File: src/rtl/core/bkr_pkg.sv
package bkr_pkg;

  localparam int unsigned NUM_SLOTS   = 6;
  localparam int unsigned NUM_MODS    = 8;
  localparam int unsigned NUM_EVENTS  = NUM_MODS + 2 * NUM_SLOTS;
  localparam int unsigned USAGE_FIRST = 8'h04;
  localparam int unsigned USAGE_LAST  = 8'h66;
  localparam int unsigned USAGE_COUNT = USAGE_LAST - USAGE_FIRST + 1;

  typedef logic [7:0] usage_t;
  typedef logic [6:0] key_code_t;

  // What one lane found for its slot
  typedef struct packed {
    logic      hit;
    key_code_t code;
  } lane_res_t;

  localparam key_code_t USAGE_ROM [0:USAGE_COUNT-1] = '{
    7'd30, 7'd48, 7'd46, 7'd32, 7'd18, 7'd33, 7'd34, 7'd35,
    7'd23, 7'd36, 7'd37, 7'd38, 7'd50, 7'd49, 7'd24, 7'd25,
    7'd16, 7'd19, 7'd31, 7'd20, 7'd22, 7'd47, 7'd17, 7'd45,
    7'd21, 7'd44, 7'd2,  7'd3,  7'd4,  7'd5,  7'd6,  7'd7,
    7'd8,  7'd9,  7'd10, 7'd11, 7'd28, 7'd1,  7'd14, 7'd15,
    7'd57, 7'd12, 7'd13, 7'd26, 7'd27, 7'd43, 7'd0,  7'd39,
    7'd40, 7'd41, 7'd51, 7'd52, 7'd53, 7'd58, 7'd59, 7'd60,
    7'd61, 7'd62, 7'd63, 7'd64, 7'd65, 7'd66, 7'd67, 7'd68,
    7'd87, 7'd88, 7'd99, 7'd70, 7'd119, 7'd110, 7'd102, 7'd104,
    7'd111, 7'd107, 7'd109, 7'd106, 7'd105, 7'd108, 7'd103, 7'd69,
    7'd98, 7'd55, 7'd74, 7'd78, 7'd96, 7'd79, 7'd80, 7'd81,
    7'd75, 7'd76, 7'd77, 7'd71, 7'd72, 7'd73, 7'd82, 7'd83,
    7'd0,  7'd127, 7'd116
  };

  localparam key_code_t MOD_ROM [0:NUM_MODS-1] = '{
    7'd29, 7'd42, 7'd56, 7'd125, 7'd97, 7'd54, 7'd100, 7'd126
  };

  // Translate a usage to a key code; zero means no event
  function automatic key_code_t usage_to_key(input usage_t usage);
    logic [6:0] idx;
    key_code_t  code;
    idx  = 7'(usage - 8'(USAGE_FIRST));
    code = '0;
    if (usage >= 8'(USAGE_FIRST) && usage <= 8'(USAGE_LAST)) begin
      code = USAGE_ROM[idx];
    end
    return code;
  endfunction

endpackage

File: src/rtl/core/boot_keyboard_report_to_key_events.sv
// Boot keyboard report to key events.
// Input channel: one transaction carries a boot-protocol report (modifier
// byte, six key usages, received byte count). Bytes at or past the count
// keep the previous report's values. Output channel: one transaction per
// key event (key code, pressed, last_event on the final event of a report).
// Events come in order: changed modifier bits 0..7, presses for new usages
// in slot order, releases for vanished usages in slot order.
// Twelve slot lanes and the modifier compare evaluate a report in the cycle
// it is accepted; the event queue then emits one event per cycle while the
// output is not stalled. Events pass from the pending mask to the output register.
// A report yields at most 20 events, and the queue holds it until its last
// event is taken. The next report is
// accepted in the cycle the previous report's last event enters the output
// register, so reports follow back to back.
// Reset: modifier history is 0xFF, held modifier byte and key slots are 0,
// so the first report releases every clear modifier bit.
// A stalled output holds its event; the queue and the input then wait.
module boot_keyboard_report_to_key_events (
  input  logic       clk,
  input  logic       rst_n,
  input  logic       in_valid,
  output logic       in_stall,
  input  logic [7:0] in_modifier_byte,
  input  logic [7:0] in_key_slot_0,
  input  logic [7:0] in_key_slot_1,
  input  logic [7:0] in_key_slot_2,
  input  logic [7:0] in_key_slot_3,
  input  logic [7:0] in_key_slot_4,
  input  logic [7:0] in_key_slot_5,
  input  logic [3:0] in_report_length,
  output logic       out_valid,
  input  logic       out_stall,
  output logic [6:0] out_key_code,
  output logic       out_pressed,
  output logic       out_last_event
);

  localparam int unsigned NS = bkr_pkg::NUM_SLOTS;
  localparam int unsigned NM = bkr_pkg::NUM_MODS;
  localparam int unsigned NE = bkr_pkg::NUM_EVENTS;

  logic [7:0]          held_mod_r, held_mod_nxt;
  logic [7:0]          prev_mod_r, prev_mod_nxt;
  bkr_pkg::usage_t     prev_slot_r [NS];
  bkr_pkg::usage_t     cur [NS];
  bkr_pkg::usage_t     in_slot [NS];
  logic [7:0]          mod;
  logic                accept, busy;
  bkr_pkg::lane_res_t  press_res [NS];
  bkr_pkg::lane_res_t  rel_res [NS];
  logic [NE-1:0]       ev_mask, ev_down;
  bkr_pkg::key_code_t  ev_code [NE];

  assign in_slot[0] = in_key_slot_0;
  assign in_slot[1] = in_key_slot_1;
  assign in_slot[2] = in_key_slot_2;
  assign in_slot[3] = in_key_slot_3;
  assign in_slot[4] = in_key_slot_4;
  assign in_slot[5] = in_key_slot_5;

  assign in_stall = busy;
  assign accept   = in_valid && !busy;

  // Fill missing bytes from the held report (counts above 8 act as 8)
  assign mod = (in_report_length != 4'd0) ? in_modifier_byte : held_mod_r;
  always_comb begin
    for (int i = 0; i < NS; i++) begin
      cur[i] = (in_report_length > 4'(i + 2)) ? in_slot[i] : prev_slot_r[i];
    end
  end

  // Press and release lanes, one per slot
  for (genvar g = 0; g < NS; g++) begin : g_lane
    bkr_slot_lane u_press (
      .usage (cur[g]),
      .other (prev_slot_r),
      .res   (press_res[g])
    );
    bkr_slot_lane u_rel (
      .usage (prev_slot_r[g]),
      .other (cur),
      .res   (rel_res[g])
    );
  end

  // Merge modifier changes and lane hits into one ordered event vector
  always_comb begin
    for (int i = 0; i < NM; i++) begin
      ev_mask[i] = mod[i] ^ prev_mod_r[i];
      ev_code[i] = bkr_pkg::MOD_ROM[i];
      ev_down[i] = mod[i];
    end
    for (int i = 0; i < NS; i++) begin
      ev_mask[NM + i]      = press_res[i].hit;
      ev_code[NM + i]      = press_res[i].code;
      ev_down[NM + i]      = 1'b1;
      ev_mask[NM + NS + i] = rel_res[i].hit;
      ev_code[NM + NS + i] = rel_res[i].code;
      ev_down[NM + NS + i] = 1'b0;
    end
  end

  bkr_event_queue u_queue (
    .clk            (clk),
    .rst_n          (rst_n),
    .load           (accept),
    .load_mask      (ev_mask),
    .load_code      (ev_code),
    .load_down      (ev_down),
    .busy           (busy),
    .out_valid      (out_valid),
    .out_stall      (out_stall),
    .out_key_code   (out_key_code),
    .out_pressed    (out_pressed),
    .out_last_event (out_last_event)
  );

  assign held_mod_nxt = accept ? mod : held_mod_r;
  assign prev_mod_nxt = accept ? mod : prev_mod_r;

  // Advance report history on each accepted transaction
  always_ff @(posedge clk) begin
    if (!rst_n) begin
      held_mod_r <= 8'h00;
      prev_mod_r <= 8'hFF;
      for (int i = 0; i < NS; i++) begin
        prev_slot_r[i] <= '0;
      end
    end else begin
      held_mod_r <= held_mod_nxt;
      prev_mod_r <= prev_mod_nxt;
      if (accept) begin
        prev_slot_r <= cur;
      end
    end
  end

endmodule

File: src/rtl/core/bkr_slot_lane.sv
module bkr_slot_lane (
  input  bkr_pkg::usage_t   usage,
  input  bkr_pkg::usage_t   other [bkr_pkg::NUM_SLOTS],
  output bkr_pkg::lane_res_t res
);

  logic              found;
  bkr_pkg::key_code_t code;

  // Look for the usage among the other report's slots
  always_comb begin
    found = 1'b0;
    for (int m = 0; m < bkr_pkg::NUM_SLOTS; m++) begin
      if (other[m] == usage) begin
        found = 1'b1;
      end
    end
  end

  assign code     = bkr_pkg::usage_to_key(usage);
  assign res.code = code;
  assign res.hit  = (usage != '0) && !found && (code != '0);

endmodule

File: src/rtl/core/bkr_event_queue.sv
module bkr_event_queue (
  input  logic                                  clk,
  input  logic                                  rst_n,
  input  logic                                  load,
  input  logic [bkr_pkg::NUM_EVENTS-1:0]        load_mask,
  input  bkr_pkg::key_code_t                    load_code [bkr_pkg::NUM_EVENTS],
  input  logic [bkr_pkg::NUM_EVENTS-1:0]        load_down,
  output logic                                  busy,
  output logic                                  out_valid,
  input  logic                                  out_stall,
  output bkr_pkg::key_code_t                    out_key_code,
  output logic                                  out_pressed,
  output logic                                  out_last_event
);

  localparam int unsigned N = bkr_pkg::NUM_EVENTS;

  logic [N-1:0]       mask_r, mask_nxt, mask_left, pick;
  bkr_pkg::key_code_t code_r [N];
  logic [N-1:0]       down_r;
  logic               out_valid_r, out_valid_nxt;
  bkr_pkg::key_code_t key_r, key_nxt;
  logic               prs_r, prs_nxt, last_r, last_nxt;
  logic               take;

  // Lowest pending event goes out first
  assign take = (|mask_r) && (!out_valid_r || !out_stall);
  assign pick = mask_r & (~mask_r + N'(1));

  always_comb begin
    key_nxt = '0;
    prs_nxt = 1'b0;
    for (int i = 0; i < N; i++) begin
      if (pick[i]) begin
        key_nxt = key_nxt | code_r[i];
        prs_nxt = prs_nxt | down_r[i];
      end
    end
  end

  assign mask_left = take ? (mask_r & ~pick) : mask_r;
  assign last_nxt  = ((mask_r & ~pick) == '0);
  assign busy      = |mask_left;
  assign mask_nxt  = load ? load_mask : mask_left;

  always_comb begin
    out_valid_nxt = out_valid_r;
    if (take) begin
      out_valid_nxt = 1'b1;
    end else if (!out_stall) begin
      out_valid_nxt = 1'b0;
    end
  end

  // Hold pending mask and output valid
  always_ff @(posedge clk) begin
    if (!rst_n) begin
      mask_r      <= '0;
      out_valid_r <= 1'b0;
    end else begin
      mask_r      <= mask_nxt;
      out_valid_r <= out_valid_nxt;
    end
  end

  // Capture event payloads and the outgoing transaction
  always_ff @(posedge clk) begin
    if (load) begin
      code_r <= load_code;
      down_r <= load_down;
    end
    if (take) begin
      key_r  <= key_nxt;
      prs_r  <= prs_nxt;
      last_r <= last_nxt;
    end
  end

  assign out_valid      = out_valid_r;
  assign out_key_code   = key_r;
  assign out_pressed    = prs_r;
  assign out_last_event = last_r;

endmodule

File: config.mk
export PLATFORM = sky130hd
export DESIGN_NAME = boot_keyboard_report_to_key_events
export DESIGN_NICKNAME = d
export VERILOG_FILES = /design/src/rtl/core/bkr_pkg.sv /design/src/rtl/core/boot_keyboard_report_to_key_events.sv /design/src/rtl/core/bkr_slot_lane.sv /design/src/rtl/core/bkr_event_queue.sv
export SDC_FILE = /design/constraint.sdc
export NUM_CORES = 1
export LEC_CHECK = 0
export BUFFER_PORTS_ARGS = -buffer_cell sky130_fd_sc_hd__buf_4
export CAP_MARGIN = 40
export CORE_MARGIN = 2
export CORE_UTILIZATION = 40
export DETAILED_ROUTE_END_ITERATION = 8
export PLACE_DENSITY = 0.58
export SYNTH_ARGS = -nofsm -noshare
export SYNTH_HDL_FRONTEND = slang
export SYNTH_SLANG_ARGS = --single-unit
File: constraint.sdc
create_clock -name clk -period 7 [get_ports clk]
set_clock_uncertainty 0.1 [all_clocks]
set_input_delay 0.35 -clock clk [delete_from_list [all_inputs] [get_ports clk]]
set_output_delay 0.35 -clock clk [all_outputs]
set_load 0.1 [all_outputs]
# --- Yosys cells after proc, flatten, opt, wreduce, memory -nomap -nowiden ---
# Memory sizes are Yosys's and may differ from the RTL's.
# Index checks and enable logic that the tools add are counted.
# Widths: inputs -> output; s select.
totals:
  mem_count: 12
  inputBits: 64
  elab_cells: 439
  romBits: 10752
  register_bits: 186
mem_list:
  columns: ["memory", "words", "width", "read_ports", "rd_clocked_by_memory_dff", "write_ports", "line", "text"]
  rows:
  - ["(no name shown)", 128, 7, 1, 0, 0, "bkr_pkg.sv:46", "code = USAGE_ROM[idx];"]
  - ["(no name shown)", 128, 7, 1, 0, 0, "bkr_pkg.sv:46", null]
  - ["(no name shown)", 128, 7, 1, 0, 0, "bkr_pkg.sv:46", null]
  - ["(no name shown)", 128, 7, 1, 0, 0, "bkr_pkg.sv:46", null]
  - ["(no name shown)", 128, 7, 1, 0, 0, "bkr_pkg.sv:46", null]
  - ["(no name shown)", 128, 7, 1, 0, 0, "bkr_pkg.sv:46", null]
  - ["6 more memories", null, null, null, null, null, null, null]
op_classes:
  order_cmp: 42
  add_sub_neg: 13
  n_bitwise: 43
  muxes: 147
  n_eq_ne: 73
  reduce_logical: 83
op_table:
  columns: ["operator", "count"]
  rows:
  - ["$eq 8x8->1", 72]
  - ["$mux 7", 52]
  - ["$ge 8x3->1 const B", 12]
  - ["$ge 8x8->1 const B", 12]
  - ["$le 8x7->1 const B", 12]
  - ["$not 7->8", 12]
  - ["$reduce_bool 8->1", 12]
  - ["$or 7x7->7", 12]
  - ["$reduce_bool 7->1", 12]
  - ["$sub 7x3->7 const B", 12]
  - ["$mux 1", 82]
  - ["$mux 8", 7]
  - ["$and 20x20->20", 2]
  - ["$mux 20", 2]
  - ["$not 20->20", 2]
  - ["$reduce_or 20->1", 2]
  - ["$logic_and 1x1->1", 38]
  - ["$add 20x1->20 const B", 1]
  - ["$logic_not 20->1", 1]
  - ["$mux 6", 3]
  - ["$gt 4x3->1 const B", 4]
  - ["$logic_not 1->1", 15]
  - ["$gt 4x2->1 const B", 2]
  - ["$xor 1x1->1", 8]
  - ["other kinds (6)", 12]

# --- Depth between registers and ports, before layout ---
# Gate-level depths: netlist (run 1).
depth:
  word_depth: 35
  depth_mapped: 20

# --- Cells and area by module ---
# Synthesis (run 1) repeated with hierarchy kept, for this count alone.
unflattened:
  cells_unflattened: 4075
  area_unflattened_um2: 34063.9
modules_own_cells:
  columns: ["module", "cells_per_inst", "seq_area_each_um2", "area_per_inst_um2", "n_inst"]
  rows:
  - ["bkr_slot_lane (g_lane[3].u_press ...)", 269, 0.0, 1958.1, 6]
  - ["bkr_slot_lane (g_lane[0].u_rel ...)", 254, 0.0, 1880.6, 5]
  - ["bkr_event_queue", 505, 5495.3, 7512.2, 1]
  - ["boot_keyboard_report_to_key_events", 409, 1281.2, 3507.1, 1]
  - ["bkr_slot_lane (g_lane[0].u_press)", 277, 0.0, 1893.1, 1]

# --- Worst setup path after synthesis (run 1) ---
# OpenSTA, ideal clock, no wires.
synth_timing:
  kind: "reg-to-reg"
  start: "register u_queue.mask_r[3]"
  end: "register u_queue.mask_r[11]"
  path_buffers: 3
  setup_ns: 0.090
  arrival_time_ns: 4.697
  slack_ns: 2.114
  stages_incl_launch_ff: 13
  path_cell_list: "dfxtp_1 -> buf_6 -> or4_4 -> buf_6 -> or3_1 -> buf_6 -> or3_4 -> o22ai_2 -> nand4b_1 -> nand4b_4 -> inv_1 -> a21boi_0 -> a211oi_1"
synth_via:
  elab_chain_len: 10
  elab_cells_between_ends: 12
synth_lines:
  columns: ["item", "line", "text"]
  rows:
  - ["start, declared", "bkr_event_queue.sv:18", "logic [N-1:0] mask_r, mask_nxt, mask_left, pick;"]
  - ["start signal, assigned", "bkr_event_queue.sv:61", "mask_r <= mask_nxt;"]
  - ["$not 20->20", "bkr_event_queue.sv:28", "assign pick = mask_r & (~mask_r + N'(1));"]
  - ["$add 20x1->20", "bkr_event_queue.sv:28", null]
  - ["$and 20x20->20", "bkr_event_queue.sv:28", null]
  - ["$not 20->20", "bkr_event_queue.sv:41", "assign mask_left = take ? (mask_r & ~pick) : mask_r;"]
  - ["$and 20x20->20", "bkr_event_queue.sv:41", null]
  - ["$mux 20 (*)", "bkr_event_queue.sv:41", null]
  - ["$reduce_or 20->1 (*)", "bkr_event_queue.sv:43", "assign busy = |mask_left;"]
  - ["$logic_not 1->1 (*)", "boot_keyboard_report_to_key_events.sv:62", "assign accept = in_valid && !busy;"]
  - ["$logic_and 1x1->1 (*)", "boot_keyboard_report_to_key_events.sv:62", null]
  - ["via accept", "boot_keyboard_report_to_key_events.sv:48", "logic accept, busy;"]
  - ["$mux 20 (*)", "bkr_event_queue.sv:44", "assign mask_nxt = load ? load_mask : mask_left;"]
# The timed path passes the listed nets; every way through them passes the cells marked *.
# A chain may end at the register's enable or synchronous reset.

==> impl_metrics.py, run 1 <==
metrics = {
    "clock_network": {
        "root_buffer": "clkbuf_16",
        "cts_setup_buffers": 0,
        "clock_latency_ps": 470,
        "htreeDepth": 4,
        "tritoncts": "built",
        "cts_resized": 0,
        "path_clk_slew_ps": 80,
        "clock_path_buffers": 2,
        "cts_inserted_buffers": 17,
        "cts.sinks": 186,
        "hold_buffers": 0,
    },
    "sta": {
        "slew_headroom_pct": 36.65,
        "rsz0062_at_grt": "no",
        "finalCriticalPeriod_ps": 4841,
        "fin_tns_setup_ps": 0,
        "max_freq_ghz": 0.2066,
        "drv_slew": 0,
        "finalSetupViolCount": 0,
        "period_share_pct": 69.15,
        "tightest_slew_ps": 931.8,
        "hold_violations": 0,
    },
    "logic_synthesis": {
        "avgSynthCellArea_um2": 7.484,
        "synth_area_leaders": "edfxtp_1, xnor2_1, ha_1",
        "yosysSeqAreaShare_pct": 17.38,
        "yosysTopAreaCellShare_pct": 11.13,
        "syn-num-nets": 3843,
        "synth-edff-count": 101,
        "ys.flop_type": "edfxtp_1",
        "synth_warnings": 0,
        "ys_seq_elements": 186,
        "async_flop_share_pct": 0,
        "synth_area_um2": 27250,
        "ys_types": 103,
        "syn_inst": 3641,
        "yosys.area.top_type": "edfxtp_1",
    },
    "finish": {
        "mostFrequentLayoutCells": "nor2_1, nand2_1, xnor2_1",
        "drive_gt1_share_pct": 11.31,
        "final_nets": 3699,
        "final_common_cell": "nor2_1",
        "final_cells": 4385,
        "layout-area-overhead-vs-synth_pct": 6.998,
        "utilization_pct": 43.34,
    },
    "drt": {
        "wl_um": 105100,
        "vias_per_cell": 6.680,
        "num_vias": 29290,
        "wl_per_cell_um": 23.97,
        "first_pass_iters": 9,
        "ant_nets": 0,
        "drc": 0,
        "drtIter0Drc": 4157,
    },
    "critical_path": {
        "crit_path_top_delay_cell": "a31o_2",
        "worstSetupPathType": "in2reg",
        "cp.arrival_ps": 5130,
        "path_cells": "buf_4 -> a31o_2 -> mux2i_4 -> ha_1 -> nor3b_1 -> xnor2_1 -> mux2i_1 -> nor3_1 -> a31oi_1 -> a311oi_1 -> a311oi_1 -> nor4_1 -> a41oi_1",
        "critPathLaunchType": "input port",
        "crit_fanout": 54,
        "end_kind": "flop",
        "required_ps": 7290,
        "worst_path_most_repeated_cell": "a311oi_1",
        "max_stage_delay_ps": 730,
    },
    "power_and_ir_drop": {
        "p_per_area_nw_per_um2": 492.9,
        "peakVddDrop_mv": 0.3493,
        "power_mw": 14.37,
        "p_leak_nw": 10.20,
    },
    "floorplan": {
        "dieArea_um2": 70230,
        "die_h_um": 265,
        "die-width_um": 265,
        "start_util_pct": 40.50,
        "num_io_pins": 75,
        "core_um2": 67280,
        "placementRows": 95,
    },
    "grt": {
        "grt_pass1_vias": 26880,
        "grt_start_max_net_pins": 55,
        "antenna_found_initial": 2,
        "grt.total_usage_pct": 29.06,
        "grt-ovfl-total": 0,
        "grt_pass1_wl_um": 163500,
    },
    "job": {
        "maxCapViolations": 0,
    },
    "worst_hold_path": {
        "hp-class": "in2reg",
    },
    "place": {
        "dp.cells": 4351,
        "finalWeightedCongestion": 0.9752,
        "port_buffers": 74,
        "place_hpwl_um": 75850,
    },
    "outcome": {
        "outcome": "complete, no violations",
    },
}
==> flip-flops by register name (all words and copies together) (netlist names) <==
signal,flops
u_queue.mask_r,20
u_queue.code_r,84
u_queue.down_r,8
held_mod_r,8
u_queue.out_last_event,1
u_queue.out_valid,1
u_queue.out_key_code,7
u_queue.out_pressed,1
prev_mod_r,8
prev_slot_r,48
==> through the flow <==
stage / setup slack, ps / area [um^2] / hold slack (ps)
final: 2159 / 29160 / 132.8
after global routing: 1833 / 29150 / 140.1
after CTS: 2279 / 29150 / 110.9
after detailed placement: 1845 / 28560 / 380.0
after global placement: 1745 / 28310 / 379.4
after floorplan: 2114 / 27250 / 366.7
==> logic make-up after synthesis <==
group,synth area share (%)
buf+inv,7.200
simple gates,20.70
mux,5.533
compound gates,31.24
fa+ha+maj,6.410
xor+xnor,11.54
flops,17.38
==> report_power, final <==
part           switching [mW]  internal [mW]  leakage [nW]  total, mW
logic                    7.03           3.78          8.24       10.8
clock network           0.462          0.549         0.291       1.01
registers               0.593           1.96          1.67       2.55
total                    8.08           6.29          10.2       14.4
==> layer usage <==
| metal | part of all wire (%) | vias up | wire (um) | global-route usage (%) |
|---|---|---|---|---|
| li1 | - | 13390 | - | - |
| met1 | 43 | 13950 | 44740 | 40.46 |
| met2 | 43 | 1678 | 45690 | 44.37 |
| met3 | 10 | 269 | 10970 | 6.317 |
| met4 | 3.5 | 2 | 3694 | 9.589 |
| met5 | 0.0076 | - | 8 | 0 |
==> critical path: cells and delay by family <==
kind / cells / cell delay, ps
buf+inv: 1 / 480
compound gates: 5 / 1660
fa+ha+maj: 1 / 470
xor+xnor: 1 / 140
simple gates: 3 / 560
mux: 2 / 1350
==> cell type report <==
type,count,area (um^2)
Sequential cell,186,4740
Multi-Input combinational cell,2983,20690
Clock buffer,19,454.2
Clock inverter,13,138.9
Fill cell,6856,38120
Tap cell,873,1092
Antenna cell,2,5.005
Timing Repair Buffer,200,1618
Inverter,109,412.9
==> final timing paths <==
path                       start                 end  slack [ps]  depth (start not counted)
min reg2reg        held_mod_r[3]       held_mod_r[3]         400                          1
max reg2reg      prev_slot_r[34]   u_queue.mask_r[9]        2190                         12
min          in_modifier_byte[3]   u_queue.down_r[3]         130                          3
max          in_report_length[3]  u_queue.mask_r[12]        2160                         13
==> synthesized netlist by cell type, drive strengths merged, types with 15 or more instances <==
library cell,instances
nor2,315
nand2,302
xnor2,288
clkbuf,247
o21ai,245
a21oi,234
a211oi,158
ha,138
nor3,124
buf,116
edfxtp,101
inv,95
nand3,92
mux2i,89
dfxtp,85
o211ai,83
xor2,71
nor4,67
nand2b,52
a311oi,48
a31oi,48
a221oi,42
nand4,38
and3,37
o311ai,32
o22ai,30
o31ai,23
and2,22
mux4,21
a222oi,20
nor3b,20
or3,20
nor2b,18
o2111ai,18
o211a,17
a211o,16
a21o,16
o21a,15
o221ai,15
Note: power is estimated with default switching activity, not from simulation.
==> inputs of run 2 (changes only) <==
- clock period: 7 -> 5 ns (I/O delays scaled with it)
==> impl_metrics.py, run 2 (synthesis results as in run 1) <==
metrics = {
    "outcome": {
        "outcome": "complete, no violations",
    },
    "floorplan": {
        "num_io_pins": 75,
        "die-width_um": 265,
        "placementRows": 95,
        "dieArea_um2": 70230,
        "core_um2": 67280,
        "die_h_um": 265,
        "start_util_pct": 40.50,
    },
    "power_and_ir_drop": {
        "peakVddDrop_mv": 0.4245,
        "p_leak_nw": 10.54,
        "p_per_area_nw_per_um2": 687.8,
        "power_mw": 20.38,
    },
    "sta": {
        "max_freq_ghz": 0.2386,
        "holdWs_ps": 38.18,
        "finalSetupViolCount": 0,
        "rsz0062_at_grt": "no",
        "tightest_slew_ps": 970.2,
        "slew_headroom_pct": 35.23,
        "finalCriticalPeriod_ps": 4191,
        "period_share_pct": 83.83,
        "fin_tns_setup_ps": 0,
        "setup_slack_ps": 808.5,
        "drv_slew": 0,
        "hold_violations": 0,
    },
    "finish": {
        "antennaDiodeCount": 0,
        "drive_gt1_share_pct": 13.09,
        "mostFrequentLayoutCells": "nor2_1, nand2_1, xnor2_1",
        "reg_top3": "u_queue.code_r (84), prev_slot_r (48), u_queue.mask_r (20)",
        "final_cells": 4455,
        "final_common_cell": "nor2_1",
        "final_nets": 3771,
        "layout-area-overhead-vs-synth_pct": 8.738,
        "largest-register": "u_queue.code_r",
        "largest_reg_flops": 84,
    },
    "critical_path": {
        "r2r_start": "u_queue.mask_r[0]",
        "worstSetupPathType": "reg2reg",
        "crit_start": "u_queue.mask_r[0]",
        "crit_fanout": 49,
        "required_ps": 5050,
        "end_kind": "flop",
        "critPathLaunchType": "flop",
        "regToRegEndpoint": "u_queue.down_r[6]",
        "worstRegToRegCells": 8,
        "cp.arrival_ps": 4240,
        "r2r_slack_ps": 810,
    },
    "grt": {
        "grt_pass1_wl_um": 161900,
        "grt.total_usage_pct": 28.86,
        "grt-ovfl-total": 0,
        "antenna_found_initial": 0,
        "grt_start_max_net_pins": 50,
        "grt_pass1_vias": 26520,
    },
    "clock_network": {
        "htreeDepth": 4,
        "cts_setup_buffers": 0,
        "path_clk_slew_ps": 80,
        "cts_resized": 0,
        "root_buffer": "clkbuf_16",
        "cts.sinks": 186,
        "clock_path_buffers": 2,
        "tritoncts": "built",
        "cts_inserted_buffers": 17,
        "clock_latency_ps": 460,
        "hold_buffers": 0,
    },
    "drt": {
        "wl_per_cell_um": 23.68,
        "drtIter0Drc": 4446,
        "vias_per_cell": 6.601,
        "wl_um": 105500,
        "first_pass_iters": 7,
        "ant_nets": 0,
        "drc": 0,
        "num_vias": 29410,
    },
    "job": {
        "maxCapViolations": 0,
    },
    "place": {
        "dp.cells": 4422,
        "finalWeightedCongestion": 0.9692,
        "place_ws_ps": 714.8,
        "place_hpwl_um": 76930,
        "port_buffers": 74,
    },
    "worst_hold_path": {
        "hold_depth": 2,
        "hp-start": "rst_n",
        "hold_end": "prev_mod_r[2]",
        "hp-class": "in2reg",
    },
}
run 2: area by class of cell:
type                       count  area, um^2
multi-input combinational   2983       20690
clock buffer                  20       479.2
clock inverter                12       157.7
timing repair buffer         272        2061
fill                        6889       37650
tap                          873        1092
sequential                   186        4740
inverter                     109       412.9
run 2: routing by layer:
layer / global-route usage [%] / routed length [um] / vias to the layer above
met2: 43.78 / 45510 / 1746
met3: 5.248 / 11010 / 223
met4: 9.055 / 3614 / 0
li1: - / - / 13510
met5: 0 / 0 / -
met1: 41.23 / 45380 / 13930
run 2: power by group:
part,internal [mW],switching (mW),total (mW)
Combinational,5.49,9.97,15.5
Clock,0.743,0.732,1.47
Sequential,2.74,0.707,3.44
run 2: worst max-delay path, cell delays in order, from the launching register on:
cell and delay, ps:
dfxtp_1 480, or4_4 690, nor3_4 400, nand3_1 230, maj3_1 400, and4b_4 370
nand4b_4 200, inv_4 590, buf_4 360
run 2: stage by stage:
step | util (%) | cell area (um^2)
floorplan | - | 27250
finish | 44.04 | 29630
global placement | 43.00 | 28930
detailed placement | 43.09 | 28990
CTS | 44.03 | 29620
global route | 44.04 | 29630
run 2: how the worst max path moves through the flow:
| stage | to |
|---|---|
| after floorplan | u_queue.mask_r[11] |
| after global placement | u_queue.mask_r[11] |
| after detailed placement | u_queue.mask_r[9] |
| after CTS | u_queue.mask_r[14] |
| after global routing | prev_slot_r[29] |
| final | u_queue.down_r[6] |
